==> config.mk <==
export PLATFORM = sky130hd
export DESIGN_NAME = n_gap_interval_splitter_top
export DESIGN_NICKNAME = d
export VERILOG_FILES = /design/src/ngis_pkg.sv /design/src/ngis_front.sv /design/src/ngis_queue.sv /design/src/ngis_back.sv /design/src/n_gap_interval_splitter_top.sv
export SDC_FILE = /design/constraint.sdc
export NUM_CORES = 1
export LEC_CHECK = 0
export BUFFER_PORTS_ARGS = -buffer_cell sky130_fd_sc_hd__buf_2
export CAP_MARGIN = 20
export CORE_AREA = 2 2 345 382
export DETAILED_ROUTE_END_ITERATION = 8
export DIE_AREA = 0 0 347 384
export PLACE_DENSITY = 0.56
export RECOVER_POWER = 50
export SYNTH_ARGS = -nofsm -noshare
export SYNTH_HDL_FRONTEND = slang
export SYNTH_HIERARCHICAL = 1
export SYNTH_SLANG_ARGS = --single-unit
==> constraint.sdc <==
create_clock -name clk_i -period 27.4 [get_ports clk_i]
set_input_delay 2.74 -clock clk_i [delete_from_list [all_inputs] [get_ports clk_i]]
set_output_delay 2.74 -clock clk_i [all_outputs]
set_load 0.005 [all_outputs]
==> src/ngis_pkg.sv <==
// Shared types, constants and register codes for the N-gap interval splitter.
package ngis_pkg;

  // Width of the position counters; outputs keep the low 32 bits.
  localparam int unsigned POS_BITS = 32;
  // Width wide enough to compare a position difference with a 32-bit length.
  localparam int unsigned CMP_W    = (POS_BITS > 32) ? POS_BITS : 32;

  // Depth of the queue between front and back (a power of two).
  localparam int unsigned QDEPTH   = 4;
  localparam int unsigned QPTR_W   = $clog2(QDEPTH);

  typedef logic [POS_BITS-1:0] pos_t;
  typedef logic [CMP_W-1:0]    cmp_t;
  typedef logic [31:0]         word_t;
  typedef logic [15:0]         run_t;
  typedef logic [QPTR_W-1:0]   qptr_t;
  typedef logic [QPTR_W:0]     qcnt_t;

  localparam logic [7:0] CHAR_N_UP     = 8'h4E;
  localparam logic [7:0] CHAR_N_LO     = 8'h6E;
  localparam run_t       GAP_RUN_RST   = 16'd10;
  localparam word_t      PIECE_LEN_RST = 32'd100;
  localparam pos_t       POS_ONE       = pos_t'(1);
  localparam run_t       RUN_ONE       = 16'd1;

  typedef enum logic {
    REG_MIN_GAP_RUN   = 1'b0,
    REG_MIN_PIECE_LEN = 1'b1
  } cfg_reg_e;

  // One reported interval.
  typedef struct packed {
    word_t first_pos;
    word_t length;
    logic  last;
  } result_t;

  // Results caused by one base; res0 always valid, res1 valid when two is set.
  typedef struct packed {
    logic    two;
    result_t res0;
    result_t res1;
  } entry_t;

endpackage

==> src/ngis_front.sv <==
// Front end: config registers, gap tracking and interval classification per base.
module ngis_front import ngis_pkg::*; (
  input  logic       clk_i,
  input  logic       rst_ni,
  input  logic       cfg_we_i,
  input  logic [0:0] cfg_idx_i,
  input  word_t      cfg_data_i,
  input  logic       push_i,
  input  logic [7:0] base_i,
  input  logic       seq_end_i,
  input  logic       q_full_i,
  output logic       q_push_o,
  output entry_t     q_entry_o
);

  run_t  min_gap_q;
  word_t min_piece_q;
  pos_t  position_q, position_d;
  pos_t  run_start_q, run_start_d;
  run_t  run_count_q, run_count_d;
  pos_t  piece_start_q, piece_start_d;
  logic  in_gap_q, in_gap_d;

  logic    accept;
  logic    is_n;
  logic    gap_hit;
  run_t    thresh;
  pos_t    pos;
  pos_t    len_gap;
  pos_t    len_tail;
  logic    a_v, b_v;
  result_t a_res, b_res;

  // Write config registers
  always_ff @(posedge clk_i or negedge rst_ni) begin
    if (!rst_ni) begin
      min_gap_q   <= GAP_RUN_RST;
      min_piece_q <= PIECE_LEN_RST;
    end else if (cfg_we_i) begin
      unique case (cfg_reg_e'(cfg_idx_i))
        REG_MIN_GAP_RUN:   min_gap_q   <= cfg_data_i[15:0];
        REG_MIN_PIECE_LEN: min_piece_q <= cfg_data_i;
        default: ;
      endcase
    end
  end

  assign accept = push_i && !q_full_i;

  // Classify the base and work out the results it causes
  always_comb begin
    thresh        = (min_gap_q == '0) ? RUN_ONE : min_gap_q;
    pos           = position_q + POS_ONE;
    is_n          = (base_i == CHAR_N_UP) || (base_i == CHAR_N_LO);
    run_start_d   = run_start_q;
    run_count_d   = run_count_q;
    piece_start_d = piece_start_q;
    in_gap_d      = in_gap_q;
    gap_hit       = 1'b0;
    a_v           = 1'b0;
    b_v           = 1'b0;
    a_res         = '0;
    b_res         = '0;

    if (is_n) begin
      if (run_count_q == '0) begin
        run_start_d = pos;
        run_count_d = RUN_ONE;
      end else if (run_count_q < thresh) begin
        run_count_d = run_count_q + RUN_ONE;
      end
      gap_hit = !in_gap_q && (run_count_d >= thresh);
      if (gap_hit) begin
        in_gap_d = 1'b1;
      end
    end else begin
      run_count_d = '0;
      if (in_gap_q) begin
        in_gap_d      = 1'b0;
        piece_start_d = pos;
      end
    end

    // Interval closed by a new gap
    len_gap = run_start_d - piece_start_q;
    if (gap_hit) begin
      if (run_start_d == POS_ONE) begin
        a_v   = 1'b1;
        a_res = '{first_pos: 32'd1, length: 32'd1, last: 1'b0};
      end else if ((cmp_t'(len_gap) >= cmp_t'(min_piece_q)) ||
                   (piece_start_q == POS_ONE)) begin
        a_v   = 1'b1;
        a_res = '{first_pos: word_t'(piece_start_q), length: word_t'(len_gap), last: 1'b0};
      end
    end

    // Close the sequence on its last base
    len_tail = pos - piece_start_d + POS_ONE;
    if (seq_end_i) begin
      if (in_gap_d) begin
        if (pos != POS_ONE) begin
          b_v   = 1'b1;
          b_res = '{first_pos: word_t'(pos), length: 32'd1, last: 1'b1};
        end else if (a_v) begin
          a_res.last = 1'b1;
        end else begin
          b_v   = 1'b1;
          b_res = '{first_pos: 32'd1, length: 32'd1, last: 1'b1};
        end
      end else begin
        b_v   = 1'b1;
        b_res = '{first_pos: word_t'(piece_start_d), length: word_t'(len_tail), last: 1'b1};
      end
    end

    if (seq_end_i) begin
      position_d    = '0;
      run_start_d   = '0;
      run_count_d   = '0;
      piece_start_d = POS_ONE;
      in_gap_d      = 1'b0;
    end else begin
      position_d    = pos;
    end
  end

  // Advance sequence state on each accepted word
  always_ff @(posedge clk_i or negedge rst_ni) begin
    if (!rst_ni) begin
      position_q    <= '0;
      run_start_q   <= '0;
      run_count_q   <= '0;
      piece_start_q <= POS_ONE;
      in_gap_q      <= 1'b0;
    end else if (accept) begin
      position_q    <= position_d;
      run_start_q   <= run_start_d;
      run_count_q   <= run_count_d;
      piece_start_q <= piece_start_d;
      in_gap_q      <= in_gap_d;
    end
  end

  // Pack the results; drop bases that report nothing
  assign q_push_o       = accept && (a_v || b_v);
  assign q_entry_o.two  = a_v && b_v;
  assign q_entry_o.res0 = a_v ? a_res : b_res;
  assign q_entry_o.res1 = b_res;

endmodule

==> src/ngis_queue.sv <==
// Short queue of result entries between the front and the back.
module ngis_queue import ngis_pkg::*; (
  input  logic   clk_i,
  input  logic   rst_ni,
  input  logic   push_i,
  input  entry_t entry_i,
  output logic   full_o,
  input  logic   pop_i,
  output logic   valid_o,
  output entry_t entry_o
);

  entry_t mem_q [QDEPTH];
  qptr_t  wr_ptr_q;
  qptr_t  rd_ptr_q;
  qcnt_t  count_q;
  logic   do_push;
  logic   do_pop;

  assign full_o  = (count_q == qcnt_t'(QDEPTH));
  assign valid_o = (count_q != '0);
  assign do_push = push_i && !full_o;
  assign do_pop  = pop_i && valid_o;
  assign entry_o = mem_q[rd_ptr_q];

  // Store incoming entries
  always_ff @(posedge clk_i) begin
    if (do_push) begin
      mem_q[wr_ptr_q] <= entry_i;
    end
  end

  // Advance pointers and fill count
  always_ff @(posedge clk_i or negedge rst_ni) begin
    if (!rst_ni) begin
      wr_ptr_q <= '0;
      rd_ptr_q <= '0;
      count_q  <= '0;
    end else begin
      if (do_push) begin
        wr_ptr_q <= wr_ptr_q + qptr_t'(1);
      end
      if (do_pop) begin
        rd_ptr_q <= rd_ptr_q + qptr_t'(1);
      end
      if (do_push && !do_pop) begin
        count_q <= count_q + qcnt_t'(1);
      end else if (do_pop && !do_push) begin
        count_q <= count_q - qcnt_t'(1);
      end
    end
  end

endmodule

==> src/ngis_back.sv <==
// Back end: splits entries into single result words behind an output register.
module ngis_back import ngis_pkg::*; (
  input  logic    clk_i,
  input  logic    rst_ni,
  input  logic    q_valid_i,
  input  entry_t  q_entry_i,
  output logic    q_pop_o,
  input  logic    pop_i,
  output logic    empty_o,
  output result_t out_o
);

  result_t out_q;
  result_t pend_q;
  logic    out_valid_q;
  logic    pend_valid_q;
  logic    out_free;

  assign out_free = !out_valid_q || pop_i;
  assign q_pop_o  = q_valid_i && !pend_valid_q && out_free;
  assign empty_o  = !out_valid_q;
  assign out_o    = out_q;

  // Load the output word from the pending slot or a fresh entry
  always_ff @(posedge clk_i) begin
    if (out_free) begin
      if (pend_valid_q) begin
        out_q <= pend_q;
      end else if (q_valid_i) begin
        out_q  <= q_entry_i.res0;
        pend_q <= q_entry_i.res1;
      end
    end
  end

  // Track which slots hold a word
  always_ff @(posedge clk_i or negedge rst_ni) begin
    if (!rst_ni) begin
      out_valid_q  <= 1'b0;
      pend_valid_q <= 1'b0;
    end else if (out_free) begin
      if (pend_valid_q) begin
        out_valid_q  <= 1'b1;
        pend_valid_q <= 1'b0;
      end else if (q_valid_i) begin
        out_valid_q  <= 1'b1;
        pend_valid_q <= q_entry_i.two;
      end else begin
        out_valid_q  <= 1'b0;
      end
    end
  end

endmodule

==> src/n_gap_interval_splitter_top.sv <==
// Top level of the N-gap interval splitter: front, queue and back.
// A base that reports an interval enters the queue on the edge that accepts it, is shown
//   once the output register is free; a second one from that base follows one word later.
// Throughput: one base per cycle unless full; one word out per cycle while pop is high.
// The four-entry queue between front and back absorbs bases that report two words.
// Reset: asynchronous, active low; sequence state cleared, registers return to 10 and 100.
module n_gap_interval_splitter_top import ngis_pkg::*; (
  input  logic        clk_i,
  input  logic        rst_ni,
  input  logic        cfg_we_i,
  input  logic [0:0]  cfg_idx_i,
  input  logic [31:0] cfg_data_i,
  input  logic        push,
  output logic        full,
  input  logic [7:0]  base_i,
  input  logic        seq_end_i,
  output logic        empty,
  input  logic        pop,
  output logic [31:0] first_pos_o,
  output logic [31:0] length_o,
  output logic        last_of_seq_o
);

  logic    q_push;
  entry_t  q_entry_in;
  logic    q_full;
  logic    q_valid;
  logic    q_pop;
  entry_t  q_entry_out;
  result_t out_word;

  ngis_front u_front (
    .clk_i      (clk_i),
    .rst_ni     (rst_ni),
    .cfg_we_i   (cfg_we_i),
    .cfg_idx_i  (cfg_idx_i),
    .cfg_data_i (cfg_data_i),
    .push_i     (push),
    .base_i     (base_i),
    .seq_end_i  (seq_end_i),
    .q_full_i   (q_full),
    .q_push_o   (q_push),
    .q_entry_o  (q_entry_in)
  );

  ngis_queue u_queue (
    .clk_i   (clk_i),
    .rst_ni  (rst_ni),
    .push_i  (q_push),
    .entry_i (q_entry_in),
    .full_o  (q_full),
    .pop_i   (q_pop),
    .valid_o (q_valid),
    .entry_o (q_entry_out)
  );

  ngis_back u_back (
    .clk_i     (clk_i),
    .rst_ni    (rst_ni),
    .q_valid_i (q_valid),
    .q_entry_i (q_entry_out),
    .q_pop_o   (q_pop),
    .pop_i     (pop),
    .empty_o   (empty),
    .out_o     (out_word)
  );

  assign full          = q_full;
  assign first_pos_o   = out_word.first_pos;
  assign length_o      = out_word.length;
  assign last_of_seq_o = out_word.last;

endmodule

==> flow_summary.json <==
{
  "ant_nets": 0,
  "die_h_um": 384,
  "instances_no_fill": 4587,
  "synth.yosys.seq_area_share_pct": 62.0,
  "area_growth_pct": 13.4,
  "whs_ps": 503,
  "cts_buffer_depth": 3,
  "rsz0062_at_grt": "false",
  "p_int_mw": 2.80,
  "fin_tns_setup_ps": 0,
  "hold_viol_final": 0,
  "synth_flop_cell": "edfxtp_1",
  "chipWidth_um": 347,
  "fp.coreArea_mm2": 0.130,
  "routedWlPerCell_um": 21.0,
  "vias_per_cell": 4.96,
  "setup_viol": 0,
  "overflow": 0,
  "p_comb_share_pct": 24.6,
  "seqPwrFrac_pct": 45.1,
  "violations": "capacitance limit, slew limit",
  "final_common_cell": "edfxtp_1",
  "drv_cap": 18,
  "antenna_found_initial": 1,
  "clkPwrFrac_pct": 30.4,
  "grt_first_pass_wirelength_um": 145000,
  "placed_cells": 4420,
  "required_ps": 27680,
  "synth_warnings": 6,
  "hold_path.class": "reg2reg",
  "start_util_pct": 29.8,
  "start_kind": "primary input",
  "dp_hpwl_um": 65600,
  "synth_edf_count": 654,
  "ys_async_sr_fraction_pct": 20.6,
  "status": "finished, violations left",
  "io-pin-count": 114,
  "vias": 22800,
  "synth_cell_types": 79,
  "layout_min_cycle_time_ps": 11760,
  "fp.dieArea_mm2": 0.133,
  "drtIter0Drc": 1575,
  "place.gp.congestion": 0.887,
  "fill_cells": 12500,
  "htree_levels": 3,
  "clkLatencyLatePin_ps": 670,
  "root_buffer": "clkbuf_16",
  "syn_nets": 2918,
  "slowest_stage": "and2_4",
  "wl_um": 96300,
  "post_cts_buffers": 0,
  "synth.avg_cell_area_um2": 14.3,
  "max_slew_margin_pct": -190,
  "grt_util_all_layers_pct": 14.4,
  "drc_errors": 0,
  "vdd_ir_drop_max_mv": 0.0564,
  "timing.fmax_mhz": 85.1,
  "final_cell_mix": "edfxtp_1, ha_1, dfrtp_1, nor2_1, inv_1",
  "clk_pin_slew_ps": 60,
  "slew_violations": 764,
  "switching_share_pct": 29.2,
  "slowest_delay_ps": 800,
  "nets": 3034,
  "layout-drive-gt1-share_pct": 16.1,
  "cts_tree": "built",
  "rows": 139,
  "portBuffers": 112,
  "cts_hold_buf": 0,
  "crit_arrival_ps": 12040,
  "endpoint_kind": "flop",
  "dr.pass1.iters": 5,
  "synth_area_mm2": 0.0386,
  "worst_pin_slew_ps": 4350,
  "p_per_area_mw_per_mm2": 90.5,
  "period_share_pct": 42.9,
  "critical_path_class": "in2reg",
  "clock_sinks": 824,
  "finClkSkew_ps": 24.6,
  "grt_pass1_vias": 23000,
  "synth_seq_cells": 824,
  "cts.repair.resized": 0,
  "p_switching_mw": 1.15,
  "synthCells": 2704,
  "cts_buffers": 90,
  "power.leakage_nw": 16.2,
  "diodes": 0,
  "grt_max_degree": 69,
  "critPathMaxFanout": 65
}
-- registers in the layout (all words and copies together), names as in the netlist, 32 cells and up --
signal / cells
u_front/position_q: 32
u_front/run_start_q: 32
u_back/out_o: 65
u_front/min_piece_q: 32
u_back/pend_q: 65
u_queue/mem_q: 524
u_front/piece_start_q: 32
-- final timing paths --
check	start	to	slack (ps)	cells past startpoint
setup / recovery	base_i[4]	u_queue/mem_q[1][13]$_DFFE_PP_	15640	31
hold / removal	u_queue/count_q[2]$_DFFE_PN0P_	u_queue/count_q[2]$_DFFE_PN0P_	500	1
setup reg to reg	u_front/position_q[0]$_DFFE_PN0P_	u_queue/mem_q[1][13]$_DFFE_PP_	16960	29
hold reg to reg	u_queue/count_q[2]$_DFFE_PN0P_	u_queue/count_q[2]$_DFFE_PN0P_	500	1
max in group asynchronous	rst_ni	u_front/position_q[31]$_DFFE_PN0P_	17120	3
min in group asynchronous	rst_ni	u_front/min_piece_q[17]$_DFFE_PN0P_	3580	1
-- metal layers --
metal	up-vias	GRT usage [%]	part of all wire [%]
li1	10600	-	-
met1	11600	18.1	43
met2	454	24.9	50
met3	140	2.33	4.2
met4	0	5.01	3.0
met5	-	0	0
-- area by class of cell --
cell class	instances	area [um^2]	share of cell area, %
Sequential cell	824	23900	54.7
Multi-Input combinational cell	1600	13500	30.8
Clock buffer	113	2420	5.54
Tap cell	1692	2120	4.84
Timing Repair Buffer	154	747	1.71
Inverter	150	563	1.29
Clock inverter	54	510	1.17
-- cell usage after synthesis, types with 12 or more instances --
library cell	number	area (um^2)
a21oi_1	148	741
inv_1	149	559
edfxtp_1	654	19600
o31ai_1	18	135
buf_6	13	146
nor4_1	22	138
xnor2_1	66	578
nor2_1	154	578
and2_1	19	119
xor2_1	39	342
or3_1	12	75.1
clkbuf_1	59	221
nand2b_1	17	106
a22o_1	51	447
nand3_1	42	210
nand4_1	35	219
mux2_2	94	1060
nand2_1	133	499
buf_2	39	195
o21ai_0	115	576
mux4_2	131	2950
ha_1	164	2050
nor2b_1	18	113
nor3_1	31	155
a21o_1	71	533
dfrtp_1	164	4100
o22ai_1	55	344
-- critical path, delay by kind of cell --
| family | cells | cell delay (ps) |
|---|---|---|
| compound gates | 11 | 3140 |
| xor+xnor | 1 | 210 |
| fa+ha+maj | 2 | 600 |
| buf+inv | 6 | 1870 |
| mux | 1 | 410 |
| simple gates | 10 | 2920 |
-- metrics by stage --
| stage | instance area (um^2) | utilization, % | setup slack, ps | total power [mW] |
|---|---|---|---|---|
| 3_5_place_dp | 41000 | 31.6 | 15010 | 2.83 |
| 4_1_cts | 43900 | 33.9 | 15660 | 4.04 |
| 2_1_floorplan | 38600 | - | 15700 | 2.48 |
| 6_report | 43700 | 33.7 | 15640 | 3.96 |
| 5_1_grt | 43700 | 33.7 | 14810 | 4.17 |
| 3_3_place_gp | 41000 | 31.6 | 15060 | 2.81 |
-- kinds of logic after synthesis --
| logic type | count (synthesis) | synth area share (%) |
|---|---|---|
| and+or+nand+nor | 533 | 6.93 |
| DFF | 824 | 62.0 |
| buffers and inverters | 280 | 3.18 |
| adders and majority gates | 167 | 5.48 |
| AOI/OAI and AO/OA | 555 | 9.17 |
| xor gates and xnor gates | 105 | 2.38 |
| muxes | 240 | 10.9 |
-- power groups by stage --
stage,sequential [mW],clock (mW),combinational (mW)
2_1_floorplan,1.76,0,0.720
3_3_place_gp,1.81,0,1.01
3_5_place_dp,1.81,0,1.02
4_1_cts,1.79,1.24,1.02
5_1_grt,1.81,1.28,1.07
6_report,1.78,1.20,0.972
Note: power is estimated with default switching activity, not from simulation.
